[config.mk]
export PLATFORM = sky130hd
export DESIGN_NAME = gyro_corrected_ramped_drive_flat
export DESIGN_NICKNAME = d
export VERILOG_FILES = /design/src/design/gcrd_pkg.sv /design/src/design/gcrd_if.sv /design/src/design/gcrd_div.sv /design/src/design/gcrd_dpath.sv /design/src/design/gcrd_ctrl.sv /design/src/design/gyro_corrected_ramped_drive.sv /design/src/flat_wrapper.sv
export SDC_FILE = /design/constraint.sdc
export NUM_CORES = 2
export LEC_CHECK = 0
export BUFFER_PORTS_ARGS = -buffer_cell sky130_fd_sc_hd__buf_2
export CAP_MARGIN = 5
export CELL_PAD_IN_SITES_DETAIL_PLACEMENT = 1
export CELL_PAD_IN_SITES_GLOBAL_PLACEMENT = 1
export CORE_ASPECT_RATIO = 1.1
export CORE_MARGIN = 5
export CORE_UTILIZATION = 55
export CTS_CLUSTER_DIAMETER = 150
export CTS_CLUSTER_SIZE = 16
export DETAILED_ROUTE_END_ITERATION = 8
export GPL_TIMING_DRIVEN = 0
export PLACE_DENSITY_LB_ADDON = 0.1
export SYNTH_ARGS = -nofsm -noshare
export SYNTH_HDL_FRONTEND = slang
export SYNTH_SLANG_ARGS = --single-unit
[constraint.sdc]
create_clock -name clk -period 24.6 [get_ports clk]
set_clock_uncertainty 0.15 [all_clocks]
set_input_delay 2.46 -clock clk [delete_from_list [all_inputs] [get_ports clk]]
set_output_delay 2.46 -clock clk [all_outputs]
set_load 0.03 [all_outputs]
[src/design/gcrd_pkg.sv]
// Shared types and constants for the ramped drive block.
// Used by the channel interfaces, controller, datapath and top level.
package gcrd_pkg;

  // field widths
  localparam int COUNT_W  = 21;
  localparam int HEAD_W   = 16;
  localparam int TIME_W   = 16;
  localparam int TARGET_W = 20;
  localparam int PWR_W    = 7;
  localparam int GAIN_W   = 16;
  localparam int FRAC_W   = 9;
  localparam int DIR_W    = 2;
  localparam int OUT_W    = 8;

  // configuration port
  localparam int IDX_W = 3;
  localparam int CFG_W = 20;

  localparam logic [IDX_W-1:0] REG_DIRECTION      = 3'd0;
  localparam logic [IDX_W-1:0] REG_TARGET_COUNT   = 3'd1;
  localparam logic [IDX_W-1:0] REG_TIMEOUT_MS     = 3'd2;
  localparam logic [IDX_W-1:0] REG_MAX_POWER      = 3'd3;
  localparam logic [IDX_W-1:0] REG_MIN_POWER      = 3'd4;
  localparam logic [IDX_W-1:0] REG_DRIFT_GAIN     = 3'd5;
  localparam logic [IDX_W-1:0] REG_ACCEL_FRACTION = 3'd6;
  localparam logic [IDX_W-1:0] REG_DECEL_FRACTION = 3'd7;

  // register reset values
  localparam logic signed [DIR_W-1:0] DIRECTION_RST = 2'sd1;
  localparam logic [TARGET_W-1:0]     TARGET_RST    = 20'd0;
  localparam logic [TIME_W-1:0]       TIMEOUT_RST   = 16'd5000;
  localparam logic [PWR_W-1:0]        MAX_PWR_RST   = 7'd127;
  localparam logic [PWR_W-1:0]        MIN_PWR_RST   = 7'd0;
  localparam logic [GAIN_W-1:0]       GAIN_RST      = 16'd0;
  localparam logic [FRAC_W-1:0]       ACCEL_RST     = 9'd64;
  localparam logic [FRAC_W-1:0]       DECEL_RST     = 9'd64;

  // input kind codes
  localparam logic KIND_START  = 1'b0;
  localparam logic KIND_SAMPLE = 1'b1;

  typedef enum logic [2:0] {
    ST_IDLE,
    ST_PREP,
    ST_SEL,
    ST_DIV,
    ST_MUL,
    ST_BASE,
    ST_OUT,
    ST_BRAKE
  } gcrd_state_t;

  typedef struct packed {
    logic load_in;
    logic start_move;
    logic prep;
    logic div_start;
    logic set_one;
    logic take_quo;
    logic mul;
    logic base;
    logic write_result;
    logic write_brake;
  } gcrd_cmd_t;

  typedef struct packed {
    logic kind;
    logic armed;
    logic finished;
    logic use_div;
    logic div_busy;
    logic out_free;
  } gcrd_status_t;

endpackage

[src/design/gcrd_if.sv]
// Valid/ready channel interfaces for sample items and power result items.
// Depends on gcrd_pkg for field widths.
interface gcrd_sample_if;
  import gcrd_pkg::*;

  logic                       valid;
  logic                       ready;
  logic                       kind;
  logic signed [COUNT_W-1:0]  left_count;
  logic signed [COUNT_W-1:0]  right_count;
  logic signed [HEAD_W-1:0]   heading_error;
  logic        [TIME_W-1:0]   elapsed_ms;

  modport source (output valid, kind, left_count, right_count, heading_error, elapsed_ms,
                  input ready);
  modport sink (input valid, kind, left_count, right_count, heading_error, elapsed_ms,
                output ready);
endinterface

interface gcrd_power_if;
  import gcrd_pkg::*;

  logic                     valid;
  logic                     ready;
  logic signed [OUT_W-1:0]  left_power;
  logic signed [OUT_W-1:0]  right_power;
  logic                     braking;

  modport source (output valid, left_power, right_power, braking, input ready);
  modport sink (input valid, left_power, right_power, braking, output ready);
endinterface

[src/design/gcrd_div.sv]
// Restoring divider for unsigned operands, one quotient bit per cycle.
// Standalone; used by gcrd_dpath for the ramp factor.
module gcrd_div #(
  parameter int NUM_W = 37,
  parameter int DEN_W = 29
) (
  input  logic             clk,
  input  logic             rst,
  input  logic             start,
  input  logic [NUM_W-1:0] num,
  input  logic [DEN_W-1:0] den,
  output logic             busy,
  output logic [NUM_W-1:0] quo
);
  localparam int CNT_W = $clog2(NUM_W + 1);

  logic [CNT_W-1:0] cnt;
  logic [DEN_W-1:0] den_r;
  logic [DEN_W-1:0] rem;
  logic [DEN_W:0]   rem_sh;
  logic [DEN_W+1:0] diff;
  logic             fits;

  assign rem_sh = {rem, quo[NUM_W-1]};
  assign diff   = {1'b0, rem_sh} - {2'b00, den_r};
  assign fits   = ~diff[DEN_W+1];

  always_ff @(posedge clk) begin
    if (rst) begin
      busy <= 1'b0;
      cnt  <= '0;
    end else if (start) begin
      busy <= 1'b1;
      cnt  <= CNT_W'(NUM_W);
    end else if (busy) begin
      cnt <= cnt - 1'b1;
      if (cnt == CNT_W'(1)) begin
        busy <= 1'b0;
      end
    end
  end

  always_ff @(posedge clk) begin
    if (start) begin
      rem   <= '0;
      quo   <= num;
      den_r <= den;
    end else if (busy) begin
      rem <= fits ? diff[DEN_W-1:0] : rem_sh[DEN_W-1:0];
      quo <= {quo[NUM_W-2:0], fits};
    end
  end

endmodule

[src/design/gcrd_dpath.sv]
// Datapath: configuration registers, move state, ramp arithmetic, output register.
// Depends on gcrd_pkg; instantiates gcrd_div.
module gcrd_dpath #(
  parameter int POWER_LIMIT   = 127,
  parameter int BRAKE_POWER   = 15,
  parameter int FRACTION_BITS = 8
) (
  input  logic                                clk,
  input  logic                                rst,
  input  gcrd_pkg::gcrd_cmd_t                 cmd,
  output gcrd_pkg::gcrd_status_t              status,
  input  logic                                cfg_we,
  input  logic [gcrd_pkg::IDX_W-1:0]          cfg_index,
  input  logic [gcrd_pkg::CFG_W-1:0]          cfg_data,
  input  logic                                kind,
  input  logic signed [gcrd_pkg::COUNT_W-1:0] left_count,
  input  logic signed [gcrd_pkg::COUNT_W-1:0] right_count,
  input  logic signed [gcrd_pkg::HEAD_W-1:0]  heading_error,
  input  logic [gcrd_pkg::TIME_W-1:0]         elapsed_ms,
  input  logic                                out_ready,
  output logic                                out_valid,
  output logic signed [gcrd_pkg::OUT_W-1:0]   left_power,
  output logic signed [gcrd_pkg::OUT_W-1:0]   right_power,
  output logic                                braking
);
  import gcrd_pkg::*;

  localparam int FB     = FRACTION_BITS;
  localparam int NW     = COUNT_W + 2 * FB;        // dividend / quotient
  localparam int DW     = TARGET_W + FRAC_W;       // target * fraction
  localparam int BW     = NW + 1;                  // signed ramp factor
  localparam int PW     = BW + PWR_W + 1;          // factor * span
  localparam int TW     = PW + 1;                  // sums before truncation
  localparam int CW     = FB + DW + 2;             // ramp compares
  localparam int LW     = $clog2(POWER_LIMIT + 1) + 1;
  localparam int EW     = LW + OUT_W;
  localparam int CORR_W = HEAD_W + GAIN_W + 1;
  localparam int ONE    = 1 << FB;
  localparam int BRK    = (BRAKE_POWER < POWER_LIMIT) ? BRAKE_POWER : POWER_LIMIT;

  localparam logic signed [TW-1:0] TMAX = TW'(POWER_LIMIT);
  localparam logic signed [TW-1:0] TMIN = TW'(-POWER_LIMIT);
  localparam logic signed [LW-1:0] LMAX = LW'(POWER_LIMIT);
  localparam logic signed [LW-1:0] LMIN = LW'(-POWER_LIMIT);
  localparam logic [OUT_W-1:0]     BRK_MAG = OUT_W'(BRK);

  // configuration
  logic signed [DIR_W-1:0] direction;
  logic [TARGET_W-1:0]     target_count;
  logic [TIME_W-1:0]       timeout_ms;
  logic [PWR_W-1:0]        max_power;
  logic [PWR_W-1:0]        min_power;
  logic [GAIN_W-1:0]       drift_gain;
  logic [FRAC_W-1:0]       accel_fraction;
  logic [FRAC_W-1:0]       decel_fraction;

  // move state
  logic                      armed;
  logic signed [COUNT_W-1:0] last_average;
  logic [TIME_W-1:0]         last_elapsed;

  // captured item
  logic                      kind_r;
  logic signed [COUNT_W-1:0] left_r;
  logic signed [COUNT_W-1:0] right_r;
  logic signed [HEAD_W-1:0]  heading_r;
  logic [TIME_W-1:0]         elapsed_r;

  // working registers
  logic signed [COUNT_W-1:0] avg;
  logic [DW-1:0]             acc;
  logic [DW-1:0]             dec;
  logic                      b_neg;
  logic signed [BW-1:0]      b;
  logic signed [PW-1:0]      prod;
  logic signed [CORR_W-1:0]  corr;
  logic signed [LW-1:0]      base;

  // combinational
  logic signed [COUNT_W:0]   cnt_sum;
  logic signed [COUNT_W:0]   cnt_adj;
  logic [COUNT_W-1:0]        last_abs;
  logic signed [CW-1:0]      avg_sc;
  logic signed [CW-1:0]      acc_s;
  logic signed [CW-1:0]      knee;
  logic                      acc_br;
  logic                      dec_br;
  logic signed [COUNT_W:0]   num_val;
  logic signed [COUNT_W:0]   num_mag;
  logic [NW-1:0]             div_num;
  logic [DW-1:0]             div_den;
  logic                      div_busy;
  logic [NW-1:0]             quo;
  logic signed [PWR_W:0]     span;
  logic signed [TW-1:0]      base_sum;
  logic signed [TW-1:0]      left_sum;
  logic signed [TW-1:0]      right_sum;
  logic                      dir_neg;
  logic                      dir_zero;
  logic [OUT_W-1:0]          brake_val;

  // divide by 2^FB toward zero, then clamp to the power limit
  function automatic logic signed [LW-1:0] trunc_sat(input logic signed [TW-1:0] v);
    logic signed [TW-1:0] sh;
    logic signed [TW-1:0] q;
    sh = v >>> FB;
    q  = sh + $signed(TW'(v[TW-1] & (|v[FB-1:0])));
    if (q > TMAX) begin
      return LMAX;
    end else if (q < TMIN) begin
      return LMIN;
    end else begin
      return q[LW-1:0];
    end
  endfunction

  function automatic logic [OUT_W-1:0] apply_dir(input logic signed [LW-1:0] v,
                                                 input logic neg, input logic zero);
    logic signed [EW-1:0] ext;
    logic signed [EW-1:0] res;
    ext = EW'(v);
    if (zero) begin
      res = '0;
    end else if (neg) begin
      res = -ext;
    end else begin
      res = ext;
    end
    return res[OUT_W-1:0];
  endfunction

  // configuration writes
  always_ff @(posedge clk) begin
    if (rst) begin
      direction      <= DIRECTION_RST;
      target_count   <= TARGET_RST;
      timeout_ms     <= TIMEOUT_RST;
      max_power      <= MAX_PWR_RST;
      min_power      <= MIN_PWR_RST;
      drift_gain     <= GAIN_RST;
      accel_fraction <= ACCEL_RST;
      decel_fraction <= DECEL_RST;
    end else if (cfg_we) begin
      case (cfg_index)
        REG_DIRECTION:      direction      <= $signed(cfg_data[DIR_W-1:0]);
        REG_TARGET_COUNT:   target_count   <= cfg_data[TARGET_W-1:0];
        REG_TIMEOUT_MS:     timeout_ms     <= cfg_data[TIME_W-1:0];
        REG_MAX_POWER:      max_power      <= cfg_data[PWR_W-1:0];
        REG_MIN_POWER:      min_power      <= cfg_data[PWR_W-1:0];
        REG_DRIFT_GAIN:     drift_gain     <= cfg_data[GAIN_W-1:0];
        REG_ACCEL_FRACTION: accel_fraction <= cfg_data[FRAC_W-1:0];
        REG_DECEL_FRACTION: decel_fraction <= cfg_data[FRAC_W-1:0];
        default: ;
      endcase
    end
  end

  // move state
  always_ff @(posedge clk) begin
    if (rst) begin
      armed        <= 1'b0;
      last_average <= '0;
      last_elapsed <= '0;
    end else if (cmd.start_move) begin
      armed        <= 1'b1;
      last_average <= '0;
      last_elapsed <= '0;
    end else if (cmd.write_result) begin
      last_average <= avg;
      last_elapsed <= elapsed_r;
    end else if (cmd.write_brake) begin
      armed <= 1'b0;
    end
  end

  assign last_abs = last_average[COUNT_W-1] ? COUNT_W'(-last_average) : last_average;

  assign status.kind     = kind_r;
  assign status.armed    = armed;
  assign status.finished = (last_abs >= {1'b0, target_count}) || (last_elapsed >= timeout_ms);
  assign status.div_busy = div_busy;
  assign status.out_free = ~out_valid | out_ready;

  // average count, truncated toward zero
  assign cnt_sum = $signed({left_r[COUNT_W-1], left_r}) + $signed({right_r[COUNT_W-1], right_r});
  assign cnt_adj = cnt_sum + $signed({{COUNT_W{1'b0}}, cnt_sum[COUNT_W] & cnt_sum[0]});

  always_ff @(posedge clk) begin
    if (cmd.load_in) begin
      kind_r    <= kind;
      left_r    <= left_count;
      right_r   <= right_count;
      heading_r <= heading_error;
      elapsed_r <= elapsed_ms;
    end
    if (cmd.prep) begin
      avg <= cnt_adj[COUNT_W:1];
      acc <= {{FRAC_W{1'b0}}, target_count} * {{TARGET_W{1'b0}}, accel_fraction};
      dec <= {{FRAC_W{1'b0}}, target_count} * {{TARGET_W{1'b0}}, decel_fraction};
    end
  end

  // ramp segment select
  assign avg_sc  = $signed(CW'(avg)) <<< FB;
  assign acc_s   = $signed(CW'(acc));
  assign knee    = $signed(CW'({target_count, {FB{1'b0}}})) - $signed(CW'(dec));
  assign acc_br  = avg_sc < acc_s;
  assign dec_br  = avg_sc > knee;
  assign status.use_div = acc_br ? (acc != '0) : (dec_br && (dec != '0));

  assign num_val = acc_br ? (COUNT_W + 1)'(avg)
                          : $signed((COUNT_W + 1)'(target_count)) - (COUNT_W + 1)'(avg);
  assign num_mag = num_val[COUNT_W] ? -num_val : num_val;
  assign div_num = {num_mag[COUNT_W-1:0], {(2 * FB){1'b0}}};
  assign div_den = acc_br ? acc : dec;

  gcrd_div #(
    .NUM_W (NW),
    .DEN_W (DW)
  ) u_div (
    .clk   (clk),
    .rst   (rst),
    .start (cmd.div_start),
    .num   (div_num),
    .den   (div_den),
    .busy  (div_busy),
    .quo   (quo)
  );

  assign span = $signed({1'b0, max_power}) - $signed({1'b0, min_power});

  always_ff @(posedge clk) begin
    if (cmd.div_start) begin
      b_neg <= num_val[COUNT_W];
    end
    if (cmd.set_one) begin
      b <= BW'(ONE);
    end else if (cmd.take_quo) begin
      b <= b_neg ? -$signed({1'b0, quo}) : $signed({1'b0, quo});
    end
    if (cmd.mul) begin
      prod <= PW'(b) * PW'(span);
      corr <= CORR_W'(heading_r) * $signed({{(CORR_W - GAIN_W){1'b0}}, drift_gain});
    end
    if (cmd.base) begin
      base <= trunc_sat(base_sum);
    end
  end

  assign base_sum  = $signed(TW'({min_power, {FB{1'b0}}})) + TW'(prod);
  assign left_sum  = ($signed(TW'(base)) <<< FB) + TW'(corr);
  assign right_sum = ($signed(TW'(base)) <<< FB) - TW'(corr);

  assign dir_neg   = direction[DIR_W-1];
  assign dir_zero  = (direction == '0);
  assign brake_val = dir_zero ? '0 : (dir_neg ? BRK_MAG : -BRK_MAG);

  // result register
  always_ff @(posedge clk) begin
    if (rst) begin
      out_valid <= 1'b0;
    end else if (cmd.write_result || cmd.write_brake) begin
      out_valid <= 1'b1;
    end else if (out_ready) begin
      out_valid <= 1'b0;
    end
  end

  always_ff @(posedge clk) begin
    if (cmd.write_result) begin
      left_power  <= $signed(apply_dir(trunc_sat(left_sum), dir_neg, dir_zero));
      right_power <= $signed(apply_dir(trunc_sat(right_sum), dir_neg, dir_zero));
      braking     <= 1'b0;
    end else if (cmd.write_brake) begin
      left_power  <= $signed(brake_val);
      right_power <= $signed(brake_val);
      braking     <= 1'b1;
    end
  end

endmodule

[src/design/gcrd_ctrl.sv]
// Controller state machine: sequences one item through the datapath.
// Depends on gcrd_pkg for state, command and status types.
module gcrd_ctrl (
  input  logic                   clk,
  input  logic                   rst,
  input  logic                   in_valid,
  output logic                   in_ready,
  input  gcrd_pkg::gcrd_status_t status,
  output gcrd_pkg::gcrd_cmd_t    cmd
);
  import gcrd_pkg::*;

  gcrd_state_t state;
  gcrd_state_t state_next;

  always_ff @(posedge clk) begin
    if (rst) begin
      state <= ST_IDLE;
    end else begin
      state <= state_next;
    end
  end

  always_comb begin
    state_next = state;
    cmd        = '0;
    in_ready   = 1'b0;
    case (state)
      ST_IDLE: begin
        in_ready = 1'b1;
        if (in_valid) begin
          cmd.load_in = 1'b1;
          state_next  = ST_PREP;
        end
      end
      ST_PREP: begin
        if (status.kind == KIND_START) begin
          cmd.start_move = 1'b1;
          state_next     = ST_IDLE;
        end else if (!status.armed) begin
          state_next = ST_IDLE;
        end else if (status.finished) begin
          state_next = ST_BRAKE;
        end else begin
          cmd.prep   = 1'b1;
          state_next = ST_SEL;
        end
      end
      ST_SEL: begin
        if (status.use_div) begin
          cmd.div_start = 1'b1;
          state_next    = ST_DIV;
        end else begin
          cmd.set_one = 1'b1;
          state_next  = ST_MUL;
        end
      end
      ST_DIV: begin
        if (!status.div_busy) begin
          cmd.take_quo = 1'b1;
          state_next   = ST_MUL;
        end
      end
      ST_MUL: begin
        cmd.mul    = 1'b1;
        state_next = ST_BASE;
      end
      ST_BASE: begin
        cmd.base   = 1'b1;
        state_next = ST_OUT;
      end
      ST_OUT: begin
        if (status.out_free) begin
          cmd.write_result = 1'b1;
          state_next       = ST_IDLE;
        end
      end
      ST_BRAKE: begin
        if (status.out_free) begin
          cmd.write_brake = 1'b1;
          state_next      = ST_IDLE;
        end
      end
      default: begin
        state_next = ST_IDLE;
      end
    endcase
  end

endmodule

[src/design/gyro_corrected_ramped_drive.sv]
// Top level of the ramped straight drive with heading correction.
// Depends on gcrd_pkg and gcrd_if; instantiates gcrd_ctrl and gcrd_dpath.
//
// A start item (kind 0) arms a move and gives no result. Each sample item
// (kind 1) while armed gives one result: left/right powers that follow a
// trapezoidal ramp over the average encoder count (left+right)/2, with the
// gyro heading correction added on the left and subtracted on the right,
// signed by the direction register and held to +-POWER_LIMIT. Once the
// previous sample's average reached target_count or its time reached
// timeout_ms, the next sample gives a single brake result (braking=1) and
// disarms; samples while disarmed give nothing. Fractions are in units of
// 1/2^FRACTION_BITS and divisions truncate toward zero.
// Items are handled one at a time. A ramp sample that needs the division waits
// on the restoring divider, which yields one quotient bit per cycle; a
// sample on a flat part of the ramp, a brake sample and a start item skip
// the divider. The result sits in an output register, so the next item is
// accepted while a result waits to be taken; only the cycle that writes
// the next result waits for that register to drain.
// Configuration is written through cfg_we/cfg_index/cfg_data; the user must
// write it only while idle, as the block itself does not enforce this.
module gyro_corrected_ramped_drive #(
  parameter int POWER_LIMIT   = 127,
  parameter int BRAKE_POWER   = 15,
  parameter int FRACTION_BITS = 8
) (
  input  logic                       clk,
  input  logic                       rst,
  gcrd_sample_if.sink                sample,
  gcrd_power_if.source               power,
  input  logic                       cfg_we,
  input  logic [gcrd_pkg::IDX_W-1:0] cfg_index,
  input  logic [gcrd_pkg::CFG_W-1:0] cfg_data
);
  import gcrd_pkg::*;

  gcrd_cmd_t    cmd;
  gcrd_status_t status;
  logic         in_ready;

  assign sample.ready = in_ready;

  // sequencing: accept, decide, divide, scale, write
  gcrd_ctrl u_ctrl (
    .clk      (clk),
    .rst      (rst),
    .in_valid (sample.valid),
    .in_ready (in_ready),
    .status   (status),
    .cmd      (cmd)
  );

  // arithmetic, move state, config and the result register
  gcrd_dpath #(
    .POWER_LIMIT   (POWER_LIMIT),
    .BRAKE_POWER   (BRAKE_POWER),
    .FRACTION_BITS (FRACTION_BITS)
  ) u_dpath (
    .clk           (clk),
    .rst           (rst),
    .cmd           (cmd),
    .status        (status),
    .cfg_we        (cfg_we),
    .cfg_index     (cfg_index),
    .cfg_data      (cfg_data),
    .kind          (sample.kind),
    .left_count    (sample.left_count),
    .right_count   (sample.right_count),
    .heading_error (sample.heading_error),
    .elapsed_ms    (sample.elapsed_ms),
    .out_ready     (power.ready),
    .out_valid     (power.valid),
    .left_power    (power.left_power),
    .right_power   (power.right_power),
    .braking       (power.braking)
  );

endmodule

[src/flat_wrapper.sv]
// flat-port wrapper written by rule: the top's interface ports become plain ports
module gyro_corrected_ramped_drive_flat import gcrd_pkg::*;
#(
  parameter int POWER_LIMIT   = 127,
  parameter int BRAKE_POWER   = 15,
  parameter int FRACTION_BITS = 8
)
  (clk, rst, cfg_we, cfg_index, cfg_data, sample_valid, sample_kind, sample_left_count, sample_right_count, sample_heading_error, sample_elapsed_ms, sample_ready, power_valid, power_left_power, power_right_power, power_braking, power_ready);
  gcrd_sample_if sample_i ();
  gcrd_power_if power_i ();
  input  logic clk;
  input  logic rst;
  input  logic cfg_we;
  input  logic [gcrd_pkg::IDX_W-1:0] cfg_index;
  input  logic [gcrd_pkg::CFG_W-1:0] cfg_data;
  input wire logic [$bits(sample_i.valid)-1:0] sample_valid;
  input wire logic [$bits(sample_i.kind)-1:0] sample_kind;
  input wire logic [$bits(sample_i.left_count)-1:0] sample_left_count;
  input wire logic [$bits(sample_i.right_count)-1:0] sample_right_count;
  input wire logic [$bits(sample_i.heading_error)-1:0] sample_heading_error;
  input wire logic [$bits(sample_i.elapsed_ms)-1:0] sample_elapsed_ms;
  output wire logic [$bits(sample_i.ready)-1:0] sample_ready;
  output wire logic [$bits(power_i.valid)-1:0] power_valid;
  output wire logic [$bits(power_i.left_power)-1:0] power_left_power;
  output wire logic [$bits(power_i.right_power)-1:0] power_right_power;
  output wire logic [$bits(power_i.braking)-1:0] power_braking;
  input wire logic [$bits(power_i.ready)-1:0] power_ready;
  assign sample_i.valid = sample_valid;
  assign sample_i.kind = sample_kind;
  assign sample_i.left_count = sample_left_count;
  assign sample_i.right_count = sample_right_count;
  assign sample_i.heading_error = sample_heading_error;
  assign sample_i.elapsed_ms = sample_elapsed_ms;
  assign sample_ready = sample_i.ready;
  assign power_valid = power_i.valid;
  assign power_left_power = power_i.left_power;
  assign power_right_power = power_i.right_power;
  assign power_braking = power_i.braking;
  assign power_i.ready = power_ready;
  gyro_corrected_ramped_drive #(.POWER_LIMIT(POWER_LIMIT), .BRAKE_POWER(BRAKE_POWER), .FRACTION_BITS(FRACTION_BITS)) u_core (.clk(clk), .rst(rst), .sample(sample_i), .power(power_i), .cfg_we(cfg_we), .cfg_index(cfg_index), .cfg_data(cfg_data));
endmodule
* Word-level counts from Yosys, hierarchy flattened *
Cells that the tools add are included.

cells by class
  add/subtract/negate cells = 18
  multiply operators = 4
  div/mod/pow operators = 0
  magnitude comparators = 10
  equal/unequal tests = 19
  shift operators = 0
  multiplexer cells = 61
  bitwise logic cells = 7
  reduce and logical (&&, ||, !) cells = 29

operators with widths
  cell                                                                    number
  8-bit two-way mux                                                       16
  37-bit two-way mux                                                      2
  20-bit by 9-bit multiplier with 29-bit output                           2
  29-bit two-way mux                                                      2
  29-bit nonzero test                                                     2
  26-bit by 2-bit adder with 27-bit output                                2
  27-bit by 8-bit > comparator with 1-bit output (second input constant)  2
  27-bit by 8-bit < comparator with 1-bit output (second input constant)  2
  16-bit by 46-bit adder with 47-bit output                               1
  38-bit by 8-bit multiplier with 46-bit output                           1
  21-bit two-way mux                                                      2
  21-bit negation                                                         2
  39-bit by 2-bit adder with 40-bit output                                1
  40-bit by 8-bit > comparator with 1-bit output (second input constant)  1
  40-bit by 8-bit < comparator with 1-bit output (second input constant)  1
  38-bit two-way mux                                                      1
  37-bit negation with 38-bit output                                      1
  16-bit by 33-bit adder with 34-bit output                               1
  16-bit by 33-bit subtractor with 34-bit output                          1
  16-bit by 17-bit multiplier with 33-bit output                          1
  30-bit by 29-bit subtractor with 31-bit output                          1
  29-bit by 30-bit > comparator with 1-bit output                         1
  29-bit by 30-bit < comparator with 1-bit output                         1
  28-bit by 29-bit subtractor with 30-bit output                          1
  32 further kinds                                                        100

storage, ports and cells
  flip-flop bits (word level) = 527
  bits in latches = 0
  RAM bits = 0
  memory bits (read-only) = 0
  bits of input ports = 103
  output and inout bits = 19
  logic and storage cells = 185
  memories = 0

* Logic depth before layout (Yosys ltp) *
  depth in word-level cells = 12
  mapped depth = 34
  depth with buffers taken out = 32

* By module *
From an unflattened synthesis, not the netlist that was laid out.

second synthesis, totals
  cell total of the unflattened synthesis = 7131
  area total of the unflattened synthesis = 63995.1 um^2

modules (own cells, without submodules)
  module      times used  cells each  area each (um^2)  seq. area each (um^2)
  gcrd_dpath  1           6540        57868.0           11030.6
  gcrd_div    1           547         5803.1            2702.6
  gcrd_ctrl   1           44          324.1             60.1

* Worst setup path before layout *
OpenSTA, ideal clock, no wires.

  path type = reg2reg
  start = reg u_core.u_dpath.min_power[1]
  end = reg u_core.u_dpath.prod[45] (data pin)
  library setup time = 0.260 ns
  data arrival time = 7.780 ns
  data required time = 24.190 ns
  setup slack = 16.410 ns
  cell stages (with the launch flop) = 32
  path buffers = 2
  clock period less this slack = 8.190 ns
  cells stage by stage = dfxtp_1 inv_1 ha_1 a21oi_1 o21ai_0 a21oi_1 o21ai_0 a21o_1 a21o_1 clkbuf_1 clkbuf_1 nor2_1 fa_1 inv_1 fa_1 fa_1 fa_1 inv_1 ha_1 nor4_1 o211ai_1 a41o_1 o21a_1 o41ai_1 o21ai_0 a221oi_1 o21ai_0 a221o_1 nor3_1 o21bai_1 a21oi_1 xnor2_1

between the ends
  cells in the longest elaborated chain, start to end = 2

ends and longest elaborated chain
  element                                        line               RTL
  from (decl)                                    gcrd_dpath.sv:52   logic [PWR_W-1:0] min_power;
  from (signal assigned)                         gcrd_dpath.sv:149  REG_MIN_POWER: min_power <= cfg_data[PWR_W-1:0];
  7-bit by 7-bit subtractor with 8-bit output    gcrd_dpath.sv:230  assign span = $signed({1'b0, max_power}) - $signed({1'b0, min_power});
  38-bit by 8-bit multiplier with 46-bit output  gcrd_dpath.sv:242  prod <= PW'(b) * PW'(span);
  to (signal assigned)                           gcrd_dpath.sv:242
  to (decl)                                      gcrd_dpath.sv:75   logic signed [PW-1:0] prod;

No other way between the ends.
A chain may end at the register's enable or synchronous reset.

* Worst setup path after layout *
Ends and elaborated chain as after synthesis.

==> qor.yml <==
clock_tree:
  h-tree-depth: 2
  cts_setup_buffers: 0
  root_buffer: "clkbuf_16"
  cts_tree: "yes"
  clk_pin_slew_ns: 0.09
  cts_max_path_buffers: 3
  hold_buffers: 0
  cts.sinks: 527
  clkLatencyLatePin_ns: 0.66
  numCtsBuffers: 39
  cts_resized: 0
layout:
  n_fill_cell: 13670
  drive_above_1_share_pct: 4.15
  num-nets-final: 8758
  multi_input_area_um2: 45100
  syn_to_final_growth_pct: 6.16
  seq_area_um2: 13600
timing:
  finalHoldViolCount: 0
  tightest_slew_ns: 1.21
  tns_ns: 0
  slew_headroom_pct: 18.2
  finalSetupViolations: 0
  period_needed_ns: 10.92
  slew_viol_final: 0
  fmax_ghz: 0.0916
  fin_crit_sh_pct: 44.4
  rsz0062_at_grt: "false"
  whs_ns: 0.307
route:
  routedWlPerCell_um: 23.5
  vias_per_cell: 6.02
  firstDrtPassIters: 5
  detail-route-antenna-nets: 0
  drt_iter0_drc: 3355
  vias: 53987
  route.detailed.drc: 0
  wl_um: 211000
setup_path:
  worst-path-max-fanout: 10
  cpPeakStageDelay_ns: 0.93
  worst_setup_path_start_kind: "flip-flop"
  cp.required_ns: 24.83
  worstRegToRegCells: 31
  crit_path_end: "u_core.u_dpath.prod[45]$_DFFE_PP_"
  path_class: "reg2reg"
  slowest_stage: "o41ai_1"
  regToRegSetupSlack_ns: 13.68
  end_kind: "flip-flop"
  r2r-start: "u_core.u_dpath.min_power[1]$_SDFFE_PP0P_"
  r2r-end: "u_core.u_dpath.prod[45]$_DFFE_PP_"
  crit_path_start: "u_core.u_dpath.min_power[1]$_SDFFE_PP0P_"
  cp.arrival_ns: 11.14
global_routing:
  grt_antenna_before_repair: 8
  track_usage_pct: 34.0
  grt_pass1_vias: 58962
  grt_overflow: 0
  grt_pass1_wl_um: 329000
  grt_max_degree: 42
synth:
  netlist_top_cells_area: "fa_1 22%, edfxtp_1 15%, ha_1 11%"
  ys_types: 95
  synth_cells: 7240
  synth_seq_area_share_pct: 21.5
  synth_seq_cells: 527
  synthArstFlopShare_pct: 0
  yosys.area.top_type_share_pct: 21.7
  yosys.area.top_type: "fa_1"
  ys.flop_type: "edfxtp_1"
  synth_edf_count: 308
  ys_warn_count: 0
  synth_area_um2: 63500
  syn_area_per_cell_um2: 8.77
  synthesis.nets: 8587
run_status:
  status: "completed"
die:
  die_y_um: 366
  core_area_um2: 115000
  num_io_pins: 122
  die-area_um2: 122000
  rows: 130
  start_util_pct: 55.5
  die_width_um: 334
power_and_ir_drop:
  power_density_nw_per_um2: 145
  total_leakage_power_nw: 30.7
  irDropWorstVdd_mv: 0.221
placed_design:
  gp_congestion: 0.951
  numPortBuffers: 116
  dpl.hpwl_um: 172000
hold_path:
  hold_path_class: "reg2reg"
run:
  cap_viol_max_count: 0
worst min-delay path by stage:
stage,startpoint,end,slack (ns),depth (start not counted)
after floorplan,u_core.u_dpath.last_elapsed[0]$_SDFFE_PP0P_,u_core.u_dpath.last_elapsed[0]$_SDFFE_PP0P_,0.29,2
after CTS,u_core.u_dpath.timeout_ms[14]$_SDFFE_PP0P_,u_core.u_dpath.timeout_ms[14]$_SDFFE_PP0P_,0.31,2
final,u_core.u_dpath.timeout_ms[14]$_SDFFE_PP0P_,u_core.u_dpath.timeout_ms[14]$_SDFFE_PP0P_,0.31,2
after detailed placement,u_core.u_dpath.timeout_ms[14]$_SDFFE_PP0P_,u_core.u_dpath.timeout_ms[14]$_SDFFE_PP0P_,0.30,2
after global placement,u_core.u_dpath.last_elapsed[0]$_SDFFE_PP0P_,u_core.u_dpath.last_elapsed[0]$_SDFFE_PP0P_,0.30,2
after global routing,u_core.u_dpath.last_elapsed[0]$_SDFFE_PP0P_,u_core.u_dpath.last_elapsed[0]$_SDFFE_PP0P_,0.32,2
layer usage:
metal  vias up  GRT usage [%]  routed length (um)
met1     27498           40.0               81200
met5         -              0                  27
met2      1512           59.8              104000
li1      24390              -                   -
met3       583           3.50                9750
met4         4           20.6               16400
logic make-up (layout without fill, tap and decap cells):
family	after synthesis	after routing	share of synthesized area (%)
mux	64	64	1.03
xor+xnor	392	392	5.40
flops	527	527	21.5
fa+ha+maj	1244	1244	32.6
buf+inv	1289	1489	7.65
other cells	0	8	0
simple gates	2541	2541	19.8
compound gates	1183	1183	12.0
through the flow:
step | setup slack, ns | area (um2) | util (%) | std cells | total power [mW]
2_1_floorplan | 16.41 | 63500 | - | 7240 | 6.97
3_3_place_gp | 14.24 | 66000 | 57.6 | 8874 | 8.57
3_5_place_dp | 13.83 | 66200 | 57.8 | 8887 | 8.97
4_1_cts | 13.73 | 67400 | 58.9 | 8957 | 9.73
5_1_grt | 13.17 | 67400 | 58.9 | 8962 | 10.6
6_report | 13.68 | 67400 | 58.9 | 8966 | 9.75
worst max-delay path, delay by kind of cell, from the launching register on:
family          cells  cell delay [ns]
fa+ha+maj           6             2.67
flops               1             0.48
xor+xnor            1             0.10
simple gates        3             1.03
compound gates     16             4.88
buf+inv             5             1.36
layout make-up:
type	instances	share of cell area, %
antenna	8	0.0297
buffer	305	1.73
clock buffer	64	1.63
clock inverter	6	0.106
inverter	984	5.48
multi-input combinational	5424	66.8
sequential	527	20.2
tap	1518	2.82
timing repair buffer	130	1.16
cells in the final DEF (no fill, tap or decap), types with 145 or more instances in the layout:
cell type / count
a21oi_1: 353
ha_1: 555
clkbuf_1: 295
nand2_1: 937
xnor2_1: 247
nand3_1: 146
and2_1: 404
fa_1: 689
dfxtp_1: 219
o21ai_0: 246
xor2_1: 145
nor2_1: 342
edfxtp_1: 308
inv_1: 982
state kept, by name, summed over array words and instances, names as in the netlist, 20 cells and up:
name,cells
u_core.u_dpath.prod,46
u_core.u_dpath.b,38
u_core.u_dpath.u_div.quo,37
u_core.u_dpath.corr,33
u_core.u_dpath.acc,29
u_core.u_dpath.dec,29
u_core.u_dpath.u_div.den_r,29
u_core.u_dpath.u_div.rem,29
u_core.u_dpath.avg,21
u_core.u_dpath.last_average,21
u_core.u_dpath.left_r,21
u_core.u_dpath.right_r,21
u_core.u_dpath.target_count,20
synthesized netlist by cell type, types with 54 or more instances:
library cell,count
edfxtp_1,308
a21o_1,90
xnor2_1,247
nand2b_1,83
clkbuf_1,273
fa_1,689
nor4_1,54
or2_2,60
inv_1,982
nor2b_1,102
nor2_1,343
o21ai_0,246
a21oi_1,353
a31oi_1,61
or3_1,54
xor2_1,145
and2_1,405
nand2_1,937
nor3_1,134
nand3_1,146
dfxtp_1,219
ha_1,555
a211oi_1,73
report_power, final:
| part | total, mW | internal [mW] | leakage, nW | switching (mW) |
|---|---|---|---|---|
| registers | 1.65 | 1.44 | 4.70 | 0.205 |
| clock network | 0.670 | 0.311 | 0.563 | 0.359 |
| logic | 7.43 | 3.09 | 25.5 | 4.34 |
| total | 9.75 | 4.85 | 30.7 | 4.90 |
(Power assumes the default switching activity.)
